===== src/rtl/core/rcpcf_pkg.sv =====
package rcpcf_pkg;

   // Field and storage widths fixed by the item format.
   localparam int PIN_COUNT  = 4;
   localparam int WIDTH_W    = 16;
   localparam int STAMP_W    = 32;
   localparam int RING_DEPTH = 4;
   localparam int SLOT_W     = $clog2(RING_DEPTH);
   localparam int SUM_W      = WIDTH_W + SLOT_W;

   // Default channel count for the top-level parameter.
   localparam int NUM_CHANNELS_DEF = 4;

   // Hysteresis band around the filtered width and the step taken when leaving it.
   localparam logic [WIDTH_W-1:0] BAND_HALF = 16'd3;
   localparam logic [WIDTH_W-1:0] BAND_STEP = 16'd2;
   localparam logic [SUM_W-1:0]   MEAN_ROUND = SUM_W'(RING_DEPTH / 2);

   // Reset values of the pulse window registers.
   localparam logic [WIDTH_W-1:0] PULSE_MIN_RESET = 16'd750;
   localparam logic [WIDTH_W-1:0] PULSE_MAX_RESET = 16'd2250;

   // Register map of the control port.
   localparam int CSR_INDEX_W = 1;
   localparam int CSR_DATA_W  = WIDTH_W;
   typedef enum logic [CSR_INDEX_W-1:0] {
      CSR_PULSE_MIN = 1'b0,
      CSR_PULSE_MAX = 1'b1
   } rcpcf_csr_type;

   typedef enum logic {
      KIND_SAMPLE = 1'b0,
      KIND_TICK   = 1'b1
   } rcpcf_kind_type;

   typedef struct packed {
      rcpcf_kind_type       req_type;
      logic [PIN_COUNT-1:0] pin_levels;
      logic [STAMP_W-1:0]   time_us;
   } rcpcf_req_type;

   typedef struct packed {
      logic [WIDTH_W-1:0]   filt_roll;
      logic [WIDTH_W-1:0]   filt_pitch;
      logic [WIDTH_W-1:0]   filt_yaw;
      logic [WIDTH_W-1:0]   filt_throttle;
      logic [PIN_COUNT-1:0] latched_mask;
   } rcpcf_rsp_type;

   // Strobes from the pipeline control to the datapath lanes.
   typedef struct packed {
      logic sample;
      logic tick;
   } rcpcf_ctl_type;

endpackage


===== src/rtl/core/rcpcf_capture.sv =====
module rcpcf_capture #(
   parameter int NUM_CHANNELS = rcpcf_pkg::NUM_CHANNELS_DEF
) (
   input  logic                                         clock,
   input  logic                                         reset,
   input  rcpcf_pkg::rcpcf_ctl_type                     ctl,
   input  logic [rcpcf_pkg::PIN_COUNT-1:0]              pin_levels,
   input  logic [rcpcf_pkg::STAMP_W-1:0]                time_us,
   input  logic [rcpcf_pkg::WIDTH_W-1:0]                pulse_min,
   input  logic [rcpcf_pkg::WIDTH_W-1:0]                pulse_max,
   output logic [NUM_CHANNELS-1:0][rcpcf_pkg::WIDTH_W-1:0] raw_width,
   output logic [rcpcf_pkg::PIN_COUNT-1:0]              latched_mask
);
   import rcpcf_pkg::*;

   localparam int ACTIVE_CH = (NUM_CHANNELS < PIN_COUNT) ? NUM_CHANNELS : PIN_COUNT;

   logic [PIN_COUNT-1:0] prev_levels_ff;
   logic [PIN_COUNT-1:0] changed;

   assign changed = pin_levels ^ prev_levels_ff;

   always_ff @(posedge clock) begin
      if (reset) begin
         prev_levels_ff <= '0;
      end else if (ctl.sample) begin
         prev_levels_ff <= pin_levels;
      end
   end

   // Only the low half of the timestamp matters, since the width wraps at 16 bits.
   for (genvar c = 0; c < NUM_CHANNELS; c++) begin : g_ch
      if (c < ACTIVE_CH) begin : g_pin
         logic [WIDTH_W-1:0] stamp_ff;
         logic [WIDTH_W-1:0] width_ff;
         logic [WIDTH_W-1:0] pulse;
         logic               rise;
         logic               fall;
         logic               in_window;

         assign pulse     = time_us[WIDTH_W-1:0] - stamp_ff;
         assign in_window = (pulse >= pulse_min) && (pulse <= pulse_max);
         assign rise      = ctl.sample && changed[c] && pin_levels[c];
         assign fall      = ctl.sample && changed[c] && !pin_levels[c];

         always_ff @(posedge clock) begin
            if (reset) begin
               stamp_ff <= '0;
               width_ff <= '0;
            end else begin
               if (rise) begin
                  stamp_ff <= time_us[WIDTH_W-1:0];
               end
               if (fall && in_window) begin
                  width_ff <= pulse;
               end
            end
         end

         assign raw_width[c]    = width_ff;
         assign latched_mask[c] = fall && in_window;
      end else begin : g_nopin
         assign raw_width[c] = '0;
      end
   end

   for (genvar m = ACTIVE_CH; m < PIN_COUNT; m++) begin : g_nomask
      assign latched_mask[m] = 1'b0;
   end

endmodule


===== src/rtl/core/rcpcf_filter.sv =====
module rcpcf_filter #(
   parameter int NUM_CHANNELS = rcpcf_pkg::NUM_CHANNELS_DEF
) (
   input  logic                                            clock,
   input  logic                                            reset,
   input  rcpcf_pkg::rcpcf_ctl_type                        ctl,
   input  logic [NUM_CHANNELS-1:0][rcpcf_pkg::WIDTH_W-1:0] raw_width,
   output logic [NUM_CHANNELS-1:0][rcpcf_pkg::WIDTH_W-1:0] filt_next
);
   import rcpcf_pkg::*;

   logic [SLOT_W-1:0] slot_ff;
   logic [SLOT_W-1:0] slot_in;

   assign slot_in = slot_ff + SLOT_W'(1);

   always_ff @(posedge clock) begin
      if (reset) begin
         slot_ff <= '0;
      end else if (ctl.tick) begin
         slot_ff <= slot_in;
      end
   end

   for (genvar c = 0; c < NUM_CHANNELS; c++) begin : g_ch
      logic [RING_DEPTH-1:0][WIDTH_W-1:0] hist_ff;
      logic [WIDTH_W-1:0]                 filt_ff;
      logic [SUM_W-1:0]                   sum;
      logic [SUM_W-1:0]                   rounded;
      logic [WIDTH_W-1:0]                 mean;
      logic [WIDTH_W-1:0]                 low_step;
      logic [WIDTH_W-1:0]                 filt_in;

      // The new width takes the slot being written before the sum is formed.
      always_comb begin
         sum = '0;
         for (int i = 0; i < RING_DEPTH; i++) begin
            if (SLOT_W'(i) == slot_in) begin
               sum = sum + SUM_W'(raw_width[c]);
            end else begin
               sum = sum + SUM_W'(hist_ff[i]);
            end
         end
      end

      assign rounded = sum + MEAN_ROUND;
      assign mean    = rounded[SUM_W-1:SLOT_W];

      // Lower threshold is applied first; the upper one sees its outcome.
      assign low_step = (mean < filt_ff - BAND_HALF) ? mean + BAND_STEP : filt_ff;
      assign filt_in  = (mean > low_step + BAND_HALF) ? mean - BAND_STEP : low_step;

      always_ff @(posedge clock) begin
         if (reset) begin
            hist_ff <= '0;
            filt_ff <= '0;
         end else if (ctl.tick) begin
            hist_ff[slot_in] <= raw_width[c];
            filt_ff          <= filt_in;
         end
      end

      assign filt_next[c] = ctl.tick ? filt_in : filt_ff;
   end

endmodule


===== src/rtl/core/rc_pulse_capture_filter_top.sv =====
// Channel   Direction  Handshake                  Payload
// req_      in         req_valid / req_ready      rcpcf_req_type (kind, pin levels, timestamp)
// rsp_      out        rsp_valid / rsp_ready      rcpcf_rsp_type (four widths, latch mask)
// csr_      in         csr_wr_en, csr_index       csr_wdata (pulse_min, pulse_max)
//
// Every accepted item yields exactly one result item. The item waits in the input
// register and moves on into the result register once that is free or being
// drained. One item is accepted per cycle in steady state while the output is not stalled.
// The rate is set by the input register and the result register, with the edge,
// window and ring-mean logic combinational between them.
// Reset is synchronous and active high; it clears all channel state and restores
// the default pulse window. A stalled output holds its item while the input register
// still accepts one more item, and only then is req_ready dropped.
module rc_pulse_capture_filter_top #(
   parameter int NUM_CHANNELS = rcpcf_pkg::NUM_CHANNELS_DEF
) (
   input  logic                                    clock,
   input  logic                                    reset,
   input  logic                                    req_valid,
   output logic                                    req_ready,
   input  rcpcf_pkg::rcpcf_req_type                req_data,
   output logic                                    rsp_valid,
   input  logic                                    rsp_ready,
   output rcpcf_pkg::rcpcf_rsp_type                rsp_data,
   input  logic                                    csr_wr_en,
   input  logic [rcpcf_pkg::CSR_INDEX_W-1:0]       csr_index,
   input  logic [rcpcf_pkg::CSR_DATA_W-1:0]        csr_wdata
);
   import rcpcf_pkg::*;

   // Pulse window registers. Writes must arrive only while idle; not enforced by the block.
   logic [WIDTH_W-1:0] pulse_min_ff;
   logic [WIDTH_W-1:0] pulse_max_ff;

   always_ff @(posedge clock) begin
      if (reset) begin
         pulse_min_ff <= PULSE_MIN_RESET;
         pulse_max_ff <= PULSE_MAX_RESET;
      end else if (csr_wr_en) begin
         case (rcpcf_csr_type'(csr_index))
            CSR_PULSE_MIN: pulse_min_ff <= csr_wdata[WIDTH_W-1:0];
            CSR_PULSE_MAX: pulse_max_ff <= csr_wdata[WIDTH_W-1:0];
            default: ;
         endcase
      end
   end

   // Result register state, needed by the input side's flow control.
   logic          rsp_valid_ff;
   logic          rsp_valid_in;
   rcpcf_rsp_type rsp_data_ff;

   // Input register. It refills in the same cycle its item moves on, so the
   // input side keeps flowing while the result register is being drained.
   logic          s1_valid_ff;
   logic          s1_valid_in;
   rcpcf_req_type s1_item_ff;
   logic          advance;
   logic          req_fire;

   assign advance   = s1_valid_ff && (!rsp_valid_ff || rsp_ready);
   assign req_ready = !s1_valid_ff || advance;
   assign req_fire  = req_valid && req_ready;

   always_comb begin
      s1_valid_in = s1_valid_ff;
      if (req_fire) begin
         s1_valid_in = 1'b1;
      end else if (advance) begin
         s1_valid_in = 1'b0;
      end
   end

   always_ff @(posedge clock) begin
      if (reset) begin
         s1_valid_ff <= 1'b0;
      end else begin
         s1_valid_ff <= s1_valid_in;
      end
   end

   always_ff @(posedge clock) begin
      if (req_fire) begin
         s1_item_ff <= req_data;
      end
   end

   // Item strobes: state is updated exactly when the item moves into the
   // result register, so items are processed strictly in order.
   rcpcf_ctl_type ctl;

   assign ctl.sample = advance && (s1_item_ff.req_type == KIND_SAMPLE);
   assign ctl.tick   = advance && (s1_item_ff.req_type == KIND_TICK);

   logic [NUM_CHANNELS-1:0][WIDTH_W-1:0] raw_width;
   logic [NUM_CHANNELS-1:0][WIDTH_W-1:0] filt_next;
   logic [PIN_COUNT-1:0]                 latched_mask;

   rcpcf_capture #(
      .NUM_CHANNELS (NUM_CHANNELS)
   ) u_capture (
      .clock        (clock),
      .reset        (reset),
      .ctl          (ctl),
      .pin_levels   (s1_item_ff.pin_levels),
      .time_us      (s1_item_ff.time_us),
      .pulse_min    (pulse_min_ff),
      .pulse_max    (pulse_max_ff),
      .raw_width    (raw_width),
      .latched_mask (latched_mask)
   );

   rcpcf_filter #(
      .NUM_CHANNELS (NUM_CHANNELS)
   ) u_filter (
      .clock     (clock),
      .reset     (reset),
      .ctl       (ctl),
      .raw_width (raw_width),
      .filt_next (filt_next)
   );

   // Only the first four channels have output fields; missing ones read as zero.
   logic [PIN_COUNT-1:0][WIDTH_W-1:0] out_width;

   for (genvar j = 0; j < PIN_COUNT; j++) begin : g_out
      if (j < NUM_CHANNELS) begin : g_used
         assign out_width[j] = filt_next[j];
      end else begin : g_unused
         assign out_width[j] = '0;
      end
   end

   rcpcf_rsp_type rsp_item;

   assign rsp_item.filt_roll     = out_width[0];
   assign rsp_item.filt_pitch    = out_width[1];
   assign rsp_item.filt_yaw      = out_width[2];
   assign rsp_item.filt_throttle = out_width[3];
   assign rsp_item.latched_mask  = latched_mask;

   // Result register.
   always_comb begin
      rsp_valid_in = rsp_valid_ff;
      if (advance) begin
         rsp_valid_in = 1'b1;
      end else if (rsp_ready) begin
         rsp_valid_in = 1'b0;
      end
   end

   always_ff @(posedge clock) begin
      if (reset) begin
         rsp_valid_ff <= 1'b0;
      end else begin
         rsp_valid_ff <= rsp_valid_in;
      end
   end

   always_ff @(posedge clock) begin
      if (advance) begin
         rsp_data_ff <= rsp_item;
      end
   end

   assign rsp_valid = rsp_valid_ff;
   assign rsp_data  = rsp_data_ff;

endmodule


===== config.mk =====
export PLATFORM = sky130hd
export DESIGN_NAME = rc_pulse_capture_filter_top
export DESIGN_NICKNAME = d
export VERILOG_FILES = /design/src/rtl/core/rcpcf_pkg.sv /design/src/rtl/core/rcpcf_capture.sv /design/src/rtl/core/rcpcf_filter.sv /design/src/rtl/core/rc_pulse_capture_filter_top.sv
export SDC_FILE = /design/constraint.sdc
export NUM_CORES = 2
export LEC_CHECK = 0
export ABC_CLOCK_PERIOD_IN_PS = 29900
export BUFFER_PORTS_ARGS = -buffer_cell sky130_fd_sc_hd__buf_2
export CORE_ASPECT_RATIO = 0.9
export CORE_UTILIZATION = 35
export CTS_CLUSTER_SIZE = 12
export DETAILED_ROUTE_END_ITERATION = 7
export MAX_ROUTING_LAYER = met4
export PLACE_DENSITY_LB_ADDON = 0.08
export SKIP_LAST_GASP = 1
export SLEW_MARGIN = 5
export SYNTH_ARGS = -nofsm -noshare
export SYNTH_HDL_FRONTEND = slang
export SYNTH_SLANG_ARGS = --single-unit

===== constraint.sdc =====
create_clock -name clock -period 29.9 [get_ports clock]
set_input_delay 7.475 -clock clock [delete_from_list [all_inputs] [get_ports clock]]
set_output_delay 7.475 -clock clock [all_outputs]
set_load 0.01 [all_outputs]

==> run metrics <==
die area 141000 sq um; area share of fa/ha/maj cells after synthesis 0.141; RSZ-0062 raised after global routing no; first-pass GRT wire length between 200000 and 250000 um; fillers 14.4k; Avg Cell Area, Syn 7.96 sq um; ranking of synthesized cells by area dfxtp_1 20%, ha_1 13%, nand2_1 7.3%; Top Layer Used met4; met3 WL post-DR 4600 um; cts hold-fix bufs 0; Syn Inst Count 6152; height of the die ~360 um; GRT Util Overall 0.209; width of the die roughly 400 um; count of final setup violators 0; YS warnings 0; initial antenna violation count 2; Placer Congestion 0.887; fin crit share 0.518; Pre-antenna DRT Iters 8; xor/xnor share of the synthesized area 0.0786; compound-gate portion of the synthesized area 0.195; FMAX 64.6 MHz; switch share 0.273; starting density of the core 0.354; critical path capture point type output pin; count of different cell masters after synthesis around 120; Clock Sinks roughly 580; Clk pin slew, worst setup/hold paths ~0.06 ns; largest net degree at the start of global routing 88; FFs w/ async S/R, synth 0; Worst Path Required 22.43 ns; static leakage power roughly 22 nW; commonest cells after routing, fill and taps aside 951 x nand2_1, 653 x a21oi_1, 524 x ha_1; failing checks DRC; most used cell, CP buf_2; largest family of logic cells by synthesized area simple AND/OR/NAND/NOR gates; Net Count, Synth 6755; clk buf depth 3; total internal power between 1 and 1.5 mW; CTS Buf Count between 70 and 80; worst-path fanout max 3; final non-filler cell total 7957; Routed WL per cell 18.3 um; crit path time final ~15 ns; clk_skew around 0.03 ns; clock share of power 0.479; Yosys top cell by area dfxtp_1; ys flop type dfxtp_1; DP HPWL 109000 um; simple-gate portion of the synthesized area 0.195; IR drop worst, VDD approximately 38 uV; placed instance count between 7k and 8k; Crit-path slowest cell nor2b_1; vias per cell 5.26; status finished with violations; met2 wire len 63900 um; DR vias 41.9k; ANT nets after route 0; FF+latch count, synth just under 600; grt ovf 0; layout cells sized above 1 0.108; Post-CTS Resized 0; Setup crit start kind input port; commonest non-fill, non-tap cell in the layout nand2_1; worst-skew pair later-pin latency 0.69 ns; Comb pwr share 0.116; Crit path largest cell delay 0.18 ns; post-CTS setup buffers 0; area of the core roughly 140000 sq um; # nets final around 6.7k; CTS tree built; PwrDens about 38 nW/um^2; Psw 0.550 mW; Worst-Margin Slew about 1.2 ns; met1 wire length 73100 um; vias in the first global route 40.4k; share of the synthesized area in the top cell type 0.199; CP arrival 8.00 ns; H-tree depth 3; total wire length roughly 150000 um; IO buf count 112; # IOs 129; sequential-to-total area share from yosys stat 0.254; # rows roughly 130; # DRC 32; number of synthesized flops with an enable pin 89; critical path class input port to output pin; mux share of post-synthesis cell area 0.0850; TNS Setup 0 ns; Seq pwr share 0.405; layout overhead on the synthesized area 9.33%; Slew Viols, Final 0; clk root buf clkbuf_16; iteration-0 DRC count of the detailed router 2308; Fin. Hold Viols 0; Post-Syn Area ~49000 sq um; crit-path cells buf_2 -> nor2b_1 -> nand2_1 -> buf_2; max_slew headroom 0.201; Hold Path Class flop to flop; MaxCap Viol Count 0
-- synthesized netlist by cell type (all sizes together) (49+ instances only) --
cell type,instances
xnor2,321
nand4,65
ha,528
a211oi,61
nand2b,57
nand3,136
clkbuf,274
xor2,107
mux2,285
dfxtp,488
a21o,135
mux2i,89
and3,49
nor2,361
o21a,50
edfxtp,89
inv,309
nor3,142
and2,77
buf,49
o21ai,252
a21oi,659
nor2b,51
nand2,958
-- final timing paths --
| check | slack, ns | start | to | cells past startpoint |
|---|---|---|---|---|
| worst min-delay path | 0.45 | u_filter.g_ch[2].hist_ff[10]$_SDFFE_PP0P_ | u_filter.g_ch[2].hist_ff[10]$_SDFFE_PP0P_ | 2 |
| worst max register to register | 15.84 | u_filter.slot_ff[0]$_SDFFE_PP0P_ | rsp_data[28]$_DFFE_PP_ | 53 |
| worst max-delay path | 14.42 | rsp_ready | req_ready | 4 |
| worst min register to register | 0.45 | u_filter.g_ch[2].hist_ff[10]$_SDFFE_PP0P_ | u_filter.g_ch[2].hist_ff[10]$_SDFFE_PP0P_ | 2 |
-- stage by stage --
step | hold slack, ns | util | cell area [sq um] | worst slack, ns | total power [mW]
6_report | 0.451 | 0.388 | 53500 | 14.42 | 2.01
4_1_cts | 0.452 | 0.388 | 53500 | 14.43 | 2.05
2_1_floorplan | 0.434 | - | 49000 | 14.68 | 0.987
5_1_grt | 0.461 | 0.388 | 53500 | 14.32 | 2.10
3_5_place_dp | 0.444 | 0.369 | 51000 | 14.43 | 1.07
3_3_place_gp | 0.439 | 0.369 | 51000 | 14.43 | 1.06
-- power by group through the flow --
stage / Sequential [mW] / Combinational [mW] / Clock [mW]
CTS: 0.815 / 0.235 / 0.996
global route: 0.817 / 0.263 / 1.02
global placement: 0.832 / 0.230 / 0
floorplan: 0.828 / 0.159 / 0
detailed placement: 0.832 / 0.233 / 0
finish: 0.815 / 0.234 / 0.963
-- critical path: cells and delay by family --
family / cells / cell delay [ns]
simple gates: 2 / 0.28
buf+inv: 2 / 0.26
-- kinds of logic after synthesis --
family | Yosys count
flops | 577
buf+inv | 638
xor+xnor | 431
simple gates | 2067
mux | 374
compound gates | 1521
fa+ha+maj | 544
-- layout make-up --
class	count	area [sq um]	share of cell area
Clock inverter	35	409	0.00764
Timing Repair Buffer	154	886	0.0165
Clock buffer	104	2180	0.0407
Antenna cell	1	2.50	0.0000467
Tap cell	1834	2290	0.0429
Sequential cell	577	12400	0.232
Multi-Input combinational cell	4937	34100	0.638
Inverter	315	1180	0.0221
-- routing by layer --
metal / up-vias / track usage
met4: 0 / 0.0525
met2: 557 / 0.329
met3: 171 / 0.0245
met1: 19600 / 0.285
li1: 21600 / -
met5: - / -
-- sequential cells by signal (all words and copies together) (netlist names) --
signal                         flops
u_capture.g_ch.g_pin.stamp_ff     64
u_filter.g_ch.hist_ff            256
s1_item_ff                        21
u_filter.g_ch.filt_ff             64
pulse_max_ff                      16
rsp_valid                          1
u_filter.slot_ff                   2
rsp_data                          68
u_capture.prev_levels_ff           4
s1_valid_ff                        1
u_capture.g_ch.g_pin.width_ff     64
pulse_min_ff                      16
Note: power is estimated with default switching activity, not from simulation.
